File: config.mk
export PLATFORM = sky130hd
export DESIGN_NAME = rle_pixel_stream_to_spi_words
export DESIGN_NICKNAME = d
export VERILOG_FILES = /design/src/rtl/core/rlespi_pkg.sv /design/src/rtl/core/rlespi_front.sv /design/src/rtl/core/rlespi_queue.sv /design/src/rtl/core/rlespi_back.sv /design/src/rtl/core/rle_pixel_stream_to_spi_words.sv
export SDC_FILE = /design/constraint.sdc
export NUM_CORES = 1
export LEC_CHECK = 0
export BUFFER_PORTS_ARGS = -buffer_cell sky130_fd_sc_hd__clkbuf_2
export CAP_MARGIN = 20
export CELL_PAD_IN_SITES_DETAIL_PLACEMENT = 1
export CELL_PAD_IN_SITES_GLOBAL_PLACEMENT = 2
export CORE_AREA = 2 2 159 161
export DETAILED_ROUTE_END_ITERATION = 8
export DIE_AREA = 0 0 161 163
export PLACE_DENSITY = 0.68
export RECOVER_POWER = 25
export SKIP_LAST_GASP = 1
export SYNTH_ARGS = -nofsm -noshare
export SYNTH_HDL_FRONTEND = slang
export SYNTH_SLANG_ARGS = --single-unit
File: constraint.sdc
create_clock -name i_clk -period 5.6 [get_ports i_clk]
set_input_delay 0.56 -clock i_clk [delete_from_list [all_inputs] [get_ports i_clk]]
set_output_delay 0.56 -clock i_clk [all_outputs]
set_load 0.03 [all_outputs]
File: src/rtl/core/rlespi_pkg.sv
// Shared types and constants for the run-length pixel stream decoder.
package rlespi_pkg;

    localparam int QUEUE_DEPTH = 2;
    localparam int MAX_SLOTS   = 4;

    typedef enum logic [1:0] {
        KIND_WORD = 2'd0,
        KIND_SEL  = 2'd1,
        KIND_REL  = 2'd2
    } t_kind;

    typedef enum logic [1:0] {
        ERR_NONE  = 2'd0,
        ERR_TRUNC = 2'd1,
        ERR_RUN   = 2'd2
    } t_err;

    localparam logic [8:0] CMD_COL   = 9'h02A;
    localparam logic [8:0] CMD_ROW   = 9'h02B;
    localparam logic [8:0] CMD_WRITE = 9'h02C;
    localparam logic [8:0] DATA_FLAG = 9'h100;
    localparam logic [7:0] ESC_BYTE  = 8'd1;

    typedef struct packed {
        logic       func;
        logic [7:0] byte_value;
        logic       last_byte;
    } t_in;

    typedef struct packed {
        logic [1:0] kind;
        logic [8:0] display_word;
        logic       last_result;
        logic [1:0] error_code;
        logic       run_pending;
    } t_out;

    typedef struct packed {
        t_kind      kind;
        logic [8:0] word;
    } t_slot;

    // All results caused by one input item.
    typedef struct packed {
        t_slot [MAX_SLOTS-1:0] slot;
        logic [2:0]            cnt;
        t_err                  err;
        logic                  run_pending;
    } t_bundle;

endpackage

File: src/rtl/core/rlespi_front.sv
// Front end: parses message bytes and ticks into bundles of result items.
module rlespi_front (
    input  logic               i_clk,
    input  logic               i_rst_n,
    input  logic               i_push,
    input  rlespi_pkg::t_in    i_item,
    input  logic               i_full,
    output logic               o_push,
    output rlespi_pkg::t_bundle o_bundle
);
    import rlespi_pkg::*;

    typedef enum logic [5:0] {
        PH_TYPE    = 6'b000001,
        PH_HEADER  = 6'b000010,
        PH_PAY     = 6'b000100,
        PH_CNT_HI  = 6'b001000,
        PH_CNT_LO  = 6'b010000,
        PH_PATTERN = 6'b100000
    } t_phase;

    t_phase      r_phase, n_phase;
    logic [1:0]  r_msg, n_msg;
    logic [2:0]  r_hdr, n_hdr;
    logic [1:0]  r_tri, n_tri;
    logic [7:0]  r_cnt_hi, n_cnt_hi;
    logic [15:0] r_repeats, n_repeats;
    logic        r_rel_after, n_rel_after;
    logic [7:0]  r_pat [3];
    logic [7:0]  n_pat [3];

    logic    acc;
    logic    run_act;
    logic    done;
    logic    pat_end;
    t_bundle bnd;

    function automatic t_bundle put(t_bundle b, t_kind k, logic [8:0] w);
        t_bundle r;
        r = b;
        r.slot[b.cnt[1:0]].kind = k;
        r.slot[b.cnt[1:0]].word = w;
        r.cnt = b.cnt + 3'd1;
        return r;
    endfunction

    assign acc     = i_push && !i_full;
    assign run_act = (r_repeats != 16'd0) && (r_phase != PH_PATTERN);

    always_comb begin
        n_phase     = r_phase;
        n_msg       = r_msg;
        n_hdr       = r_hdr;
        n_tri       = r_tri;
        n_cnt_hi    = r_cnt_hi;
        n_repeats   = r_repeats;
        n_rel_after = r_rel_after;
        n_pat       = r_pat;
        done        = 1'b0;
        pat_end     = 1'b0;
        bnd         = '0;
        bnd.err     = ERR_NONE;
        if (acc) begin
            if (run_act) begin
                // send one repetition; a byte that arrives now is dropped
                bnd = put(bnd, KIND_WORD, DATA_FLAG | {1'b0, r_pat[0]});
                bnd = put(bnd, KIND_WORD, DATA_FLAG | {1'b0, r_pat[1]});
                bnd = put(bnd, KIND_WORD, DATA_FLAG | {1'b0, r_pat[2]});
                n_repeats = r_repeats - 16'd1;
                if (n_repeats == 16'd0 && r_rel_after) begin
                    bnd = put(bnd, KIND_REL, 9'd0);
                    n_rel_after = 1'b0;
                end
                if (!i_item.func) begin
                    bnd.err = ERR_RUN;
                end
            end else if (!i_item.func) begin
                unique case (r_phase)
                    PH_HEADER: begin
                        bnd = put(bnd, KIND_WORD, DATA_FLAG | {1'b0, i_item.byte_value});
                        if (r_hdr == 3'd3) begin
                            bnd = put(bnd, KIND_WORD, CMD_ROW);
                        end
                        if (r_hdr == 3'd7) begin
                            bnd     = put(bnd, KIND_WORD, CMD_WRITE);
                            n_hdr   = 3'd0;
                            n_tri   = 2'd0;
                            n_phase = PH_PAY;
                            done    = 1'b1;
                        end else begin
                            n_hdr = r_hdr + 3'd1;
                        end
                    end
                    PH_PAY: begin
                        if (r_tri == 2'd0 && i_item.byte_value == ESC_BYTE) begin
                            n_phase = PH_CNT_HI;
                        end else begin
                            bnd = put(bnd, KIND_WORD, DATA_FLAG | {1'b0, i_item.byte_value});
                            if (r_tri >= 2'd2) begin
                                n_tri = 2'd0;
                                done  = 1'b1;
                            end else begin
                                n_tri = r_tri + 2'd1;
                            end
                        end
                    end
                    PH_CNT_HI: begin
                        n_cnt_hi = i_item.byte_value;
                        n_phase  = PH_CNT_LO;
                    end
                    PH_CNT_LO: begin
                        n_repeats = {r_cnt_hi, i_item.byte_value};
                        if (n_repeats == 16'd0) begin
                            // zero count: escape goes out as a literal pixel byte
                            bnd     = put(bnd, KIND_WORD, DATA_FLAG | {1'b0, ESC_BYTE});
                            n_tri   = 2'd1;
                            n_phase = PH_PAY;
                        end else begin
                            n_tri   = 2'd0;
                            n_phase = PH_PATTERN;
                        end
                    end
                    PH_PATTERN: begin
                        if (r_tri == 2'd0) begin
                            n_pat[0] = i_item.byte_value;
                        end else if (r_tri == 2'd1) begin
                            n_pat[1] = i_item.byte_value;
                        end else begin
                            n_pat[2] = i_item.byte_value;
                        end
                        if (r_tri >= 2'd2) begin
                            n_tri   = 2'd0;
                            n_phase = PH_PAY;
                            done    = 1'b1;
                            pat_end = 1'b1;
                        end else begin
                            n_tri = r_tri + 2'd1;
                        end
                    end
                    PH_TYPE: begin
                        // unknown type codes act as type 2
                        n_msg       = (i_item.byte_value[7:2] == 6'd0) ?
                                      i_item.byte_value[1:0] : 2'd2;
                        n_hdr       = 3'd0;
                        n_tri       = 2'd0;
                        n_rel_after = 1'b0;
                        if (n_msg <= 2'd1) begin
                            bnd     = put(bnd, KIND_SEL, 9'd0);
                            bnd     = put(bnd, KIND_WORD, CMD_COL);
                            n_phase = PH_HEADER;
                        end else begin
                            n_phase = PH_PAY;
                            done    = 1'b1;
                        end
                    end
                    default: begin
                        n_phase = PH_TYPE;
                    end
                endcase
                if (i_item.last_byte) begin
                    if (!done) begin
                        bnd         = put(bnd, KIND_REL, 9'd0);
                        bnd.err     = ERR_TRUNC;
                        n_repeats   = 16'd0;
                        n_rel_after = 1'b0;
                    end else if (pat_end) begin
                        // hold the release until the run finishes
                        n_rel_after = (n_msg == 2'd0 || n_msg == 2'd3);
                    end else if (n_msg == 2'd0 || n_msg == 2'd3) begin
                        bnd = put(bnd, KIND_REL, 9'd0);
                    end
                    n_phase = PH_TYPE;
                    n_hdr   = 3'd0;
                    n_tri   = 2'd0;
                end
            end
        end
        bnd.run_pending = (n_repeats != 16'd0) && (n_phase != PH_PATTERN);
    end

    assign o_push   = acc && (bnd.cnt != 3'd0);
    assign o_bundle = bnd;

    always_ff @(posedge i_clk) begin
        if (!i_rst_n) begin
            r_phase     <= PH_TYPE;
            r_msg       <= 2'd0;
            r_hdr       <= 3'd0;
            r_tri       <= 2'd0;
            r_cnt_hi    <= 8'd0;
            r_repeats   <= 16'd0;
            r_rel_after <= 1'b0;
        end else begin
            r_phase     <= n_phase;
            r_msg       <= n_msg;
            r_hdr       <= n_hdr;
            r_tri       <= n_tri;
            r_cnt_hi    <= n_cnt_hi;
            r_repeats   <= n_repeats;
            r_rel_after <= n_rel_after;
        end
    end

    always_ff @(posedge i_clk) begin
        r_pat <= n_pat;
    end

    a_tri_range: assert property (@(posedge i_clk) disable iff (!i_rst_n)
        r_tri != 2'd3)
        else $error("triple position out of range");

    a_release_needs_run: assert property (@(posedge i_clk) disable iff (!i_rst_n)
        r_rel_after |-> r_repeats != 16'd0)
        else $error("deferred release with no run");

endmodule

File: src/rtl/core/rlespi_queue.sv
// Short bundle queue between the parser and the result sequencer.
module rlespi_queue #(
    parameter int P_DEPTH = rlespi_pkg::QUEUE_DEPTH
) (
    input  logic                i_clk,
    input  logic                i_rst_n,
    input  logic                i_push,
    input  rlespi_pkg::t_bundle i_bundle,
    output logic                o_full,
    input  logic                i_take,
    output logic                o_valid,
    output rlespi_pkg::t_bundle o_bundle
);
    import rlespi_pkg::*;

    localparam int PW = $clog2(P_DEPTH);
    localparam int CW = $clog2(P_DEPTH + 1);

    t_bundle       r_q [P_DEPTH];
    logic [PW-1:0] r_wr, r_rd;
    logic [CW-1:0] r_cnt;
    logic          deq;

    assign o_full   = (r_cnt == CW'(P_DEPTH));
    assign o_valid  = (r_cnt != '0);
    assign o_bundle = r_q[r_rd];
    assign deq      = i_take && o_valid;

    always_ff @(posedge i_clk) begin
        if (!i_rst_n) begin
            r_wr  <= '0;
            r_rd  <= '0;
            r_cnt <= '0;
        end else begin
            if (i_push) begin
                r_wr <= (r_wr == PW'(P_DEPTH - 1)) ? '0 : r_wr + PW'(1);
            end
            if (deq) begin
                r_rd <= (r_rd == PW'(P_DEPTH - 1)) ? '0 : r_rd + PW'(1);
            end
            if (i_push && !deq) begin
                r_cnt <= r_cnt + CW'(1);
            end else if (!i_push && deq) begin
                r_cnt <= r_cnt - CW'(1);
            end
        end
    end

    always_ff @(posedge i_clk) begin
        if (i_push) begin
            r_q[r_wr] <= i_bundle;
        end
    end

    a_no_overflow: assert property (@(posedge i_clk) disable iff (!i_rst_n)
        i_push |-> !o_full)
        else $error("bundle written into a full queue");

    a_cnt_bound: assert property (@(posedge i_clk) disable iff (!i_rst_n)
        r_cnt <= CW'(P_DEPTH))
        else $error("queue count beyond depth");

endmodule

File: src/rtl/core/rlespi_back.sv
// Back end: hands out the result items of each bundle one per pop.
module rlespi_back (
    input  logic                i_clk,
    input  logic                i_rst_n,
    input  logic                i_q_valid,
    input  rlespi_pkg::t_bundle i_q_bundle,
    output logic                o_q_take,
    output logic                o_empty,
    input  logic                i_pop,
    output rlespi_pkg::t_out    o_result
);
    import rlespi_pkg::*;

    t_bundle    r_cur;
    logic       r_busy;
    logic [1:0] r_idx;
    logic [2:0] cnt_m1;
    logic       at_last;
    logic       pop_acc;
    t_slot      slot;

    assign cnt_m1   = r_cur.cnt - 3'd1;
    assign at_last  = ({1'b0, r_idx} == cnt_m1);
    assign pop_acc  = i_pop && r_busy;
    // refill when idle, or as the last item of the current bundle leaves
    assign o_q_take = i_q_valid && (!r_busy || (pop_acc && at_last));
    assign o_empty  = !r_busy;
    assign slot     = r_cur.slot[r_idx];

    always_comb begin
        o_result.kind         = slot.kind;
        o_result.display_word = slot.word;
        o_result.last_result  = at_last;
        o_result.error_code   = r_cur.err;
        o_result.run_pending  = r_cur.run_pending;
    end

    always_ff @(posedge i_clk) begin
        if (!i_rst_n) begin
            r_busy <= 1'b0;
            r_idx  <= 2'd0;
        end else if (o_q_take) begin
            r_busy <= 1'b1;
            r_idx  <= 2'd0;
        end else if (pop_acc) begin
            if (at_last) begin
                r_busy <= 1'b0;
            end else begin
                r_idx <= r_idx + 2'd1;
            end
        end
    end

    always_ff @(posedge i_clk) begin
        if (o_q_take) begin
            r_cur <= i_q_bundle;
        end
    end

    a_busy_cnt: assert property (@(posedge i_clk) disable iff (!i_rst_n)
        r_busy |-> (r_cur.cnt != 3'd0 && r_cur.cnt <= 3'd4))
        else $error("held bundle has no valid item count");

    a_idx_bound: assert property (@(posedge i_clk) disable iff (!i_rst_n)
        r_busy |-> {1'b0, r_idx} <= cnt_m1)
        else $error("item index past bundle end");

endmodule

File: src/rtl/core/rle_pixel_stream_to_spi_words.sv
// An item's first result shows once its bundle is queued, then loaded by the sequencer.
// Throughput: one item per cycle while the queue has room; one result per cycle unless empty.
// An item yields zero to four results; a run repetition yields three or four results.
// The parser, the bundle queue and the result sequencer run decoupled from each other.
// Reset: synchronous, active low; clears parser state, queue and sequencer.
// Pattern byte storage is not reset and is always written before it is read.
module rle_pixel_stream_to_spi_words #(
    parameter int P_QUEUE_DEPTH = rlespi_pkg::QUEUE_DEPTH
) (
    input  logic             i_clk,
    input  logic             i_rst_n,
    input  logic             push,
    output logic             full,
    input  rlespi_pkg::t_in  i_item,
    output logic             empty,
    input  logic             pop,
    output rlespi_pkg::t_out o_result
);
    import rlespi_pkg::*;

    logic    f_push;
    t_bundle f_bundle;
    logic    q_full;
    logic    q_valid;
    logic    q_take;
    t_bundle q_bundle;

    rlespi_front u_front (
        .i_clk    (i_clk),
        .i_rst_n  (i_rst_n),
        .i_push   (push),
        .i_item   (i_item),
        .i_full   (q_full),
        .o_push   (f_push),
        .o_bundle (f_bundle)
    );

    rlespi_queue #(
        .P_DEPTH (P_QUEUE_DEPTH)
    ) u_queue (
        .i_clk    (i_clk),
        .i_rst_n  (i_rst_n),
        .i_push   (f_push),
        .i_bundle (f_bundle),
        .o_full   (q_full),
        .i_take   (q_take),
        .o_valid  (q_valid),
        .o_bundle (q_bundle)
    );

    rlespi_back u_back (
        .i_clk      (i_clk),
        .i_rst_n    (i_rst_n),
        .i_q_valid  (q_valid),
        .i_q_bundle (q_bundle),
        .o_q_take   (q_take),
        .o_empty    (empty),
        .i_pop      (pop),
        .o_result   (o_result)
    );

    assign full = q_full;

endmodule
* Word level (Yosys, flattened, before mapping) *
Memories as Yosys holds them, arrays and structs flattened. A register that Yosys moved wholly into a read port is not among the register bits.
Cells that the tools add are included.

storage, ports and cells
  bits in registers = 69
  memory bits (writable) = 100
  bits of input ports = 14
  output and inout port bits = 17
  word-level logic and storage cells = 198
  memories = 1

memory list
  memory       words  bits a word  read ports  clocked after Yosys merged registers in  write ports  line                source
  u_queue.r_q  2      50           1           1                                        1            rlespi_queue.sv:19  t_bundle r_q [P_DEPTH];

cells by class
  add/sub/neg operators = 11
  $lt $le $gt $ge = 7
  equality and inequality tests = 19
  muxes and demuxes = 94
  bitwise logic cells = 6
  reduce and logical (&&, ||, !) cells = 45

operator list
  kind                   number
  $mux 50                16
  $pmux 50 s4            1
  $bwmux 44              4
  $mux 16                6
  $demux 11 s2           4
  $mux 6                 8
  $mux 23                2
  $pmux 6 s6             1
  $mux 11                3
  $logic_not 16->1       2
  $reduce_bool 16->1     2
  $mux 15                2
  $mux 1                 26
  $mux 2                 12
  $bmux 11 s2            1
  $mux 9                 2
  $reduce_and 6->1       3
  $sub 16x1->16 const B  1
  $logic_and 1x1->1      14
  $ne 6x6->1 const B     2
  $pmux 2 s5             1
  $add 3x1->3 const B    3
  $lt 2x3->1 const B     3
  $mux 3                 3
  other kinds (38)       60

* Logic depth before layout (Yosys ltp) *
Gate-level depths: netlist (run 1).

  depth in word-level cells = 36
  mapped depth = 15
  depth with buffers taken out = 13

* Modules after synthesis *
From an unflattened synthesis (run 1), not the netlist that was laid out.

second synthesis, totals
  cells, all modules = 796
  area, all modules = 10189.8 sq um

by module, submodules not included
  module        times used  cells an instance  area an instance (sq um)
  rlespi_front  1           525                4314.1
  rlespi_queue  1           178                3814.9
  rlespi_back   1           93                 2060.7

* Worst setup path before layout (run 1) *
No wires, ideal clock.

  kind = input-to-reg
  start = input i_item[3] (netlist name)
  end = memory u_queue.r_q[0][0] (netlist name), enable pin
  library setup time = 0.429 ns
  arrival time = 4.255 ns
  required time = 5.171 ns
  slack = 0.916 ns
  stages on the path = 10
  path buffers = 1
  cell sequence = or4_4 > or4_1 > buf_2 > nor2_1 > a21o_2 > clkinv_1 > ha_1 > o211a_1 > nor2_1 > nor2_1

between the ends
  cells in the longest elaborated chain, start to end = 20
  elaborated cells on any way between the ends = 38

RTL lines
  element                         line                                 source
  from (decl)                     rle_pixel_stream_to_spi_words.sv:14  input rlespi_pkg::t_in i_item,
  $logic_not 6->1                 rlespi_front.sv:142                  n_msg = (i_item.byte_value[7:2] == 6'd0) ?
  $mux 2                          rlespi_front.sv:142
  $le 2x1->1                      rlespi_front.sv:147                  if (n_msg <= 2'd1) begin
  $mux 23                         rlespi_front.sv:147
  $pmux 50 s4                     rlespi_front.sv:78                   unique case (r_phase)
  $mux 50                         rlespi_front.sv:77                   end else if (!i_item.func) begin
  $mux 50                         rlespi_front.sv:64                   if (run_act) begin
  $mux 50                         rlespi_front.sv:63                   if (acc) begin
  [4 not listed]                  --
  $mux 50 *                       rlespi_front.sv:160                  if (i_item.last_byte) begin
  $mux 50 *                       rlespi_front.sv:77
  $mux 50 *                       rlespi_front.sv:64
  $mux 50 *                       rlespi_front.sv:63
  $reduce_bool 3->1 *             rlespi_front.sv:181                  assign o_push = acc && (bnd.cnt != 3'd0);
  $logic_and 1x1->1 *             rlespi_front.sv:181
  $mux 1 *                        rlespi_queue.sv:50                   if (i_push) begin
  $mux 1 (not written as such) *  rlespi_queue.sv:51                   r_q[r_wr] <= i_bundle;
  to (decl)                       rlespi_queue.sv:19

Mark *: on every way between the ends. The rest lies on a longest branch, timed or not. The select of a mux whose other input is x is not followed.

==> impl_metrics.yaml, run 1 <==
power:
  comb_power_share: 0.373
  vdd_drop_max_mv: 0.244
  p_sw_mw: 2.08
  leakagePower_nw: 3.24
  p_int_mw: 3.38
  pwr-share-clk: 0.235
  p_total_mw: 5.47
  pwr-share-seq: 0.392
  swShare: 0.381
  power_density_nw_per_um2: 575
yosys:
  synth.avg_cell_area_um2: 11.4
  synthArstFlopShare: 0
  yosysSeqAreaShare: 0.576
  syn_nets: 767
  synth-edff-count: 132
  syn_inst: 742
  ys_ff_latch: 177
  yosysWarnings: 0
  synth_area_um2: 8440
  synth.distinct_cells: 82
  synth_flop_cell: "edfxtp_1"
timing:
  fin_setup_tns_ns: 0
  timing.final.crit_share: 0.753
  maxSlewViolCount: 76
  period_needed_ns: 4.22
  setup_violations: 0
  relSlewSlack: -0.408
  fmax_mhz: 237
  finalHoldViolations: 0
  worst_slew_pin_slew_ns: 2.11
  rsz0062_at_grt: "no"
  fin_skew_ns: 0.0108
layout:
  antenna_cells: 0
  final_nets: 782
  utilization: 0.385
  fillerInstances: 2679
  seq_area_um2: 4860
  final_common_cell: "edfxtp_1"
  multi_input_area_um2: 3280
  mostFrequentLayoutCells: "132 x edfxtp_1, 67 x nand2_1, 63 x nor2_1"
  drive_gt1_frac: 0.151
  syn_to_final_growth_pct: 12.5
die:
  coreArea_um2: 24700
  num_rows: 58
  die_y_um: 163
  start_util: 0.342
  dieArea_um2: 26200
  ioPinCount: 31
  die_x_um: 161
global_routing:
  antenna_found_initial: 0
  use_met1: 0.258
  use_met2: 0.308
  use_met3: 0.0262
  first_global_vias: 6165
  grt_max_degree: 38
  grt_util_all_layers: 0.188
  grt_first_pass_wirelength_um: 37400
  busiest_layer: "met2"
  grt_overflow: 0
worst_hold_path:
  hp-class: "input port to flip-flop"
  hold_depth: 4
  worstHoldStart: "pop"
  whs_endpoint: "u_back.r_idx[0]"
cts:
  clock_latency_ns: 0.44
  cts_resized: 0
  ctsHtreeMaxLevel: 4
  cts_hold_buf: 0
  cts_made_buffers: 17
  clkTransAtPathRegs_ns: 0.07
  cts_setup_buffers: 0
  tritoncts: "yes"
  root_buffer: "clkbuf_16"
  cts.sinks: 177
  cts_max_path_buffers: 2
status:
  violations: "max-capacitance violations, max-slew violations"
  status: "finished, violations left"
detailed_routing:
  first_iter_violations: 437
  drt-vias-per-instance: 5.48
  post_drt_wl_per_cell_um: 21.6
  first_pass_iters: 5
  drt_wl_total_um: 23800
  drtAntennaViolNets: 0
  vias: 6033
  drc: 0
placed_design:
  gp_congestion: 0.907
  port_buffers: 30
  dp_hpwl_um: 17000
setup_path:
  endpoint_kind: "flip-flop"
  reg2reg_depth: 13
  r2r_setup_slack_ns: 1.38
  crit_slowest_cell: "inv_1"
  timing.rr.start: "u_front.r_repeats[0]"
  cp.required_ns: 5.75
  critPathBufInv: 3
  cp_max_fo: 23
  cp-start-kind: "flip-flop"
  worstSetupPathType: "flip-flop to flip-flop"
  critPathMaxStageDelay_ns: 0.60
  r2r-end: "u_queue.r_q[0][0]"
  path_cells: "inv_1 -> ha_1 -> nor3b_1 -> and4_1 -> buf_4 -> nor2_2 -> nand2_2 -> inv_1 -> a221oi_1 -> a21oi_1 -> nand4_1 -> nor4_1 -> a21oi_1"
  cp_top_family: "simple AND/OR/NAND/NOR gates"
  cp.arrival_ns: 4.36
flow_run:
  maxCapViolCount: 2
worst reg2reg max path, cell delays in order, from the launching register on:
cell and delay [ns]:
dfxtp_1 0.50, inv_1 0.08, ha_1 0.27, nor3b_1 0.23
and4_1 0.21, buf_4 0.17, nor2_2 0.45, nand2_2 0.21
inv_1 0.60, a221oi_1 0.28, a21oi_1 0.22, nand4_1 0.11
nor4_1 0.37, a21oi_1 0.21
Yosys cell counts, drive strengths merged (5+ instances only):
master     n  area [µm²]
or3        6        37.5
a22o      10        88.8
edfxtp   132        3960
mux2      37         417
nand2     68         258
buf       16         120
nand4      8        50.1
nor2      67         256
clkbuf    32         120
nand3     17        90.1
xor2      11        96.3
inv       18        67.6
xnor2      8        70.1
o22ai      5        31.3
or4        9        71.3
ha        11         138
o21ai     32         164
o221ai     6        52.6
dfxtp     45         901
a2bb2oi    5        43.8
mux2i     13         130
o21a       7        53.8
nor4      17         121
a21oi     41         205
nor3      24         136
o31ai      5        37.5
and2      13        81.3
nor3b      5        37.5
a31oi      7        50.1
per-layer routing:
metal | part of all wire | wire (µm)
met5 | 0 | 0
met3 | 0.038 | 895
met2 | 0.47 | 11200
met1 | 0.47 | 11300
met4 | 0.017 | 408
registers in the layout (all words and copies together), names as in the netlist:
name,flops
u_back.r_idx,2
u_back.r_busy,1
u_front.r_msg,2
u_front.r_repeats,16
u_front.r_hdr,3
u_back.o_result,3
u_front.r_tri,2
u_queue.r_wr,1
u_front.r_cnt_hi,8
u_queue.r_rd,1
u_front.r_phase,6
u_front.r_rel_after,1
u_queue.r_q,72
u_back.r_cur,33
u_queue.r_cnt,2
u_front.r_pat,24
kinds of logic after synthesis:
logic type,count (synthesis),synth area share
buffers and inverters,68,0.0373
AOI/OAI and AO/OA,159,0.128
DFF,177,0.576
xor gates and xnor gates,19,0.0197
muxes,51,0.0674
adders and majority gates,11,0.0163
and+or+nand+nor,257,0.155
power groups by stage:
stage	Clock (mW)	Sequential (mW)	Combinational, mW
global placement	0	2.13	2.01
detailed placement	0	2.16	2.05
global route	1.37	2.18	2.25
floorplan	0	2.05	1.53
finish	1.28	2.14	2.04
CTS	1.32	2.13	2.06
how the worst max path moves through the flow:
stage	startpoint	endpoint	slack, ns	depth (start not counted)
after detailed placement	i_item[3]	u_queue.r_cnt[1]	1.11	13
after global placement	i_item[3]	u_queue.r_cnt[1]	1.27	13
after global routing	u_front.r_repeats[0]	u_queue.r_q[0][0]	0.97	13
final	u_front.r_repeats[0]	u_queue.r_q[0][0]	1.38	13
after CTS	u_front.r_repeats[0]	u_queue.r_q[1][0]	1.47	13
after floorplan	i_item[3]	u_queue.r_q[0][0]	0.92	10
metrics by stage:
step	worst slack [ns]	hold WS, ns	std cells	area, µm²
CTS	1.47	0.431	1099	9520
finish	1.38	0.494	1100	9500
global route	0.967	0.509	1100	9500
global placement	1.27	0.475	1067	8880
detailed placement	1.11	0.486	1067	8880
floorplan	0.916	0.459	742	8440
final cells by class:
cell class | instances | share of cell area
clock buffer | 17 | 0.0448
clock inverter | 15 | 0.0228
inverter | 20 | 0.00790
multi-input combinational | 497 | 0.345
sequential | 177 | 0.512
tap | 330 | 0.0435
timing repair buffer | 44 | 0.0236
No activity file was read; power rests on OpenSTA's default activity.
==> run 2, diff against run 1 <==
--- a/config.mk
+++ b/config.mk
@@ -5,14 +5,15 @@
 export SDC_FILE = /design/constraint.sdc
 export NUM_CORES = 1
 export LEC_CHECK = 0
+export ABC_AREA = 1
 export BUFFER_PORTS_ARGS = -buffer_cell sky130_fd_sc_hd__clkbuf_2
 export CAP_MARGIN = 20
 export CELL_PAD_IN_SITES_DETAIL_PLACEMENT = 1
 export CELL_PAD_IN_SITES_GLOBAL_PLACEMENT = 2
-export CORE_AREA = 2 2 159 161
+export CORE_AREA = 2 2 161 163
 export DETAILED_ROUTE_END_ITERATION = 8
-export DIE_AREA = 0 0 161 163
-export PLACE_DENSITY = 0.68
+export DIE_AREA = 0 0 163 165
+export PLACE_DENSITY = 0.73
 export RECOVER_POWER = 25
 export SKIP_LAST_GASP = 1
 export SYNTH_ARGS = -nofsm -noshare
==> constraint.sdc (replaced) <==
create_clock -name i_clk -period 3.9 [get_ports i_clk]
set_input_delay 0.39 -clock i_clk [delete_from_list [all_inputs] [get_ports i_clk]]
set_output_delay 0.39 -clock i_clk [all_outputs]
set_load 0.03 [all_outputs]
==> run 2 against run 1 <==
The flow still finishes with violations (max-capacitance violations, max-slew violations); combinational power grew 72%; global-route usage increased by 0.47 points; wire length is 3.5% higher; critical path depth grew 2; critical path type unchanged; sequential power up 49%; core utilization rose by 0.49 points.
==> impl_metrics.yaml, run 2 <==
yosys:
  synth-edff-count: 132
  synth_area_um2: 8630
  yosys.area.top_type: "edfxtp_1"
  synth.avg_cell_area_um2: 8.70
  yosysWarnings: 0
  synth_area_leaders: "edfxtp_1 46%, nand2_1 13%, dfxtp_1 10%"
  yosysSeqAreaShare: 0.564
  syn_nets: 1017
  synthArstFlopShare: 0
  netlist_top_cells_count: "306 x nand2_1, 132 x edfxtp_1, 106 x nor2_1, 102 x inv_1, 51 x nand3_1"
  yosysMostFrequentCell: "nand2_1"
  syn_inst: 992
  synth_flop_cell: "edfxtp_1"
  ys_ff_latch: 177
  synth_top_area_share: 0.459
  synth.distinct_cells: 45
setup_path:
  critPathMaxStageDelay_ns: 0.57
  path_cells: "nor2_1 -> nand2_4 -> inv_1 -> nand3_2 -> inv_1 -> a21oi_1 -> buf_12 -> inv_2 -> buf_4 -> nand2_1 -> nand2_1 -> nand3_2 -> nand2_1 -> inv_1 -> buf_4"
  endpoint_kind: "flip-flop"
  worstSetupPathType: "flip-flop to flip-flop"
  cp_max_fo: 36
  crit_slowest_cell: "a21oi_1"
  r2r-end: "u_queue.r_q[0][36]"
  cp.required_ns: 3.97
  reg2reg_depth: 15
  critPathBufInv: 7
  r2r_setup_slack_ns: 0.59
  cp_top_family: "buffers and inverters"
  cp-start-kind: "flip-flop"
  timing.rr.start: "u_front.r_phase[0]"
  cp.arrival_ns: 3.38
cts:
  cts.sinks: 177
  cts_setup_buffers: 0
  ctsHtreeMaxLevel: 4
  tritoncts: "yes"
  clock_latency_ns: 0.43
  root_buffer: "clkbuf_16"
  cts_resized: 0
  cts_max_path_buffers: 2
  clkTransAtPathRegs_ns: 0.08
  cts_made_buffers: 17
  cts_hold_buf: 0
die:
  die_x_um: 163
  coreArea_um2: 25000
  ioPinCount: 31
  dieArea_um2: 26900
  die_y_um: 165
  start_util: 0.345
  num_rows: 58
power:
  vdd_drop_max_mv: 0.315
  leakagePower_nw: 4.11
  power_density_nw_per_um2: 872
  p_total_mw: 8.51
worst_hold_path:
  whs_endpoint: "u_front.r_pat[11]"
  worstHoldStart: "i_item[4]"
  hold_depth: 1
  hp-class: "input port to flip-flop"
timing:
  final.setup.worst_slack_ns: 0.589
  finalHoldViolations: 0
  fin_setup_tns_ns: 0
  worst_slew_pin_slew_ns: 1.69
  fmax_mhz: 302
  rsz0062_at_grt: "no"
  maxSlewViolCount: 38
  timing.final.crit_share: 0.849
  fin_skew_ns: 0.0113
  relSlewSlack: -0.126
  period_needed_ns: 3.31
  setup_violations: 0
detailed_routing:
  drt-vias-per-instance: 4.85
  post_drt_wl_per_cell_um: 18.0
  drtAntennaViolNets: 0
  drc: 0
  first_iter_violations: 356
  first_pass_iters: 4
  drt_wl_total_um: 24600
  vias: 6641
global_routing:
  grt_max_degree: 38
  busiest_layer: "met2"
  grt_util_all_layers: 0.192
  use_met2: 0.317
  first_global_vias: 6678
  use_met1: 0.264
  grt_overflow: 0
  grt_first_pass_wirelength_um: 38500
  use_met3: 0.0234
  antenna_found_initial: 0
layout:
  syn_to_final_growth_pct: 13.1
  drive_gt1_frac: 0.102
  mostFrequentLayoutCells: "306 x nand2_1, 132 x edfxtp_1, 107 x nor2_1"
  antenna_cells: 0
  final_nets: 1051
  largest_register_ffs: 72
  max_flop_register: "u_queue.r_q"
  final_common_cell: "nand2_1"
  largestRegisters: "u_queue.r_q (72), u_back.r_cur (33), u_front.r_pat (24)"
placed_design:
  gp_congestion: 0.816
  dp_hpwl_um: 18600
  port_buffers: 30
  place_ws_ns: 0.613
status:
  violations: "max-capacitance violations, max-slew violations"
  status: "finished, violations left"
flow_run:
  maxCapViolCount: 1
run 2: per-layer routing:
metal	wire length, µm	part of all wire
met3	603	0.025
met2	11600	0.47
met4	421	0.017
met1	12000	0.49
met5	0	0
run 2: logic make-up (layout without fill, tap and decap cells):
kind of cell / Yosys count / in the layout / synth area share
simple gates: 516 / 516 / 0.254
flops: 177 / 177 / 0.564
buf+inv: 146 / 193 / 0.0691
compound gates: 130 / 130 / 0.0849
xor+xnor: 12 / 12 / 0.0122
fa+ha+maj: 11 / 11 / 0.0159
run 2: cell type report:
type / count / area [µm²]
fillers: 2940 / 15300
clock inverters: 15 / 206
inverters: 114 / 428
well taps: 330 / 413
repair buffers: 47 / 263
flip-flops and latches: 177 / 4860
multi-input cells: 669 / 3160
clock buffers: 17 / 425
run 2: report_power, final:
group	internal, mW	switching [mW]	leakage [nW]
Clock	0.992	0.838	0.311
Combinational	1.01	2.49	2.17
Sequential	2.95	0.231	1.63
run 2: how the worst max path moves through the flow:
stage | start | to | slack (ns) | depth (start not counted)
2_1_floorplan | u_front.r_phase[0] | u_queue.r_q[0][0] | 0.97 | 14
5_1_grt | u_queue.r_rd | u_back.r_cur[18] | 0.26 | 5
4_1_cts | u_front.r_repeats[1] | u_queue.r_q[0][35] | 0.78 | 14
3_5_place_dp | i_item[3] | u_queue.r_cnt[1] | 0.61 | 18
3_3_place_gp | i_item[3] | u_queue.r_cnt[1] | 0.67 | 19
6_report | u_front.r_phase[0] | u_queue.r_q[0][36] | 0.59 | 15
run 2: stage by stage:
step | hold slack, ns | util | cells | instance area, µm²
after floorplan | 0.454 | - | 992 | 8630
after global placement | 0.484 | 0.366 | 1336 | 9170
after detailed placement | 0.488 | 0.367 | 1337 | 9200
after CTS | 0.235 | 0.393 | 1369 | 9830
after global routing | 0.314 | 0.390 | 1369 | 9760
final | 0.318 | 0.390 | 1369 | 9760
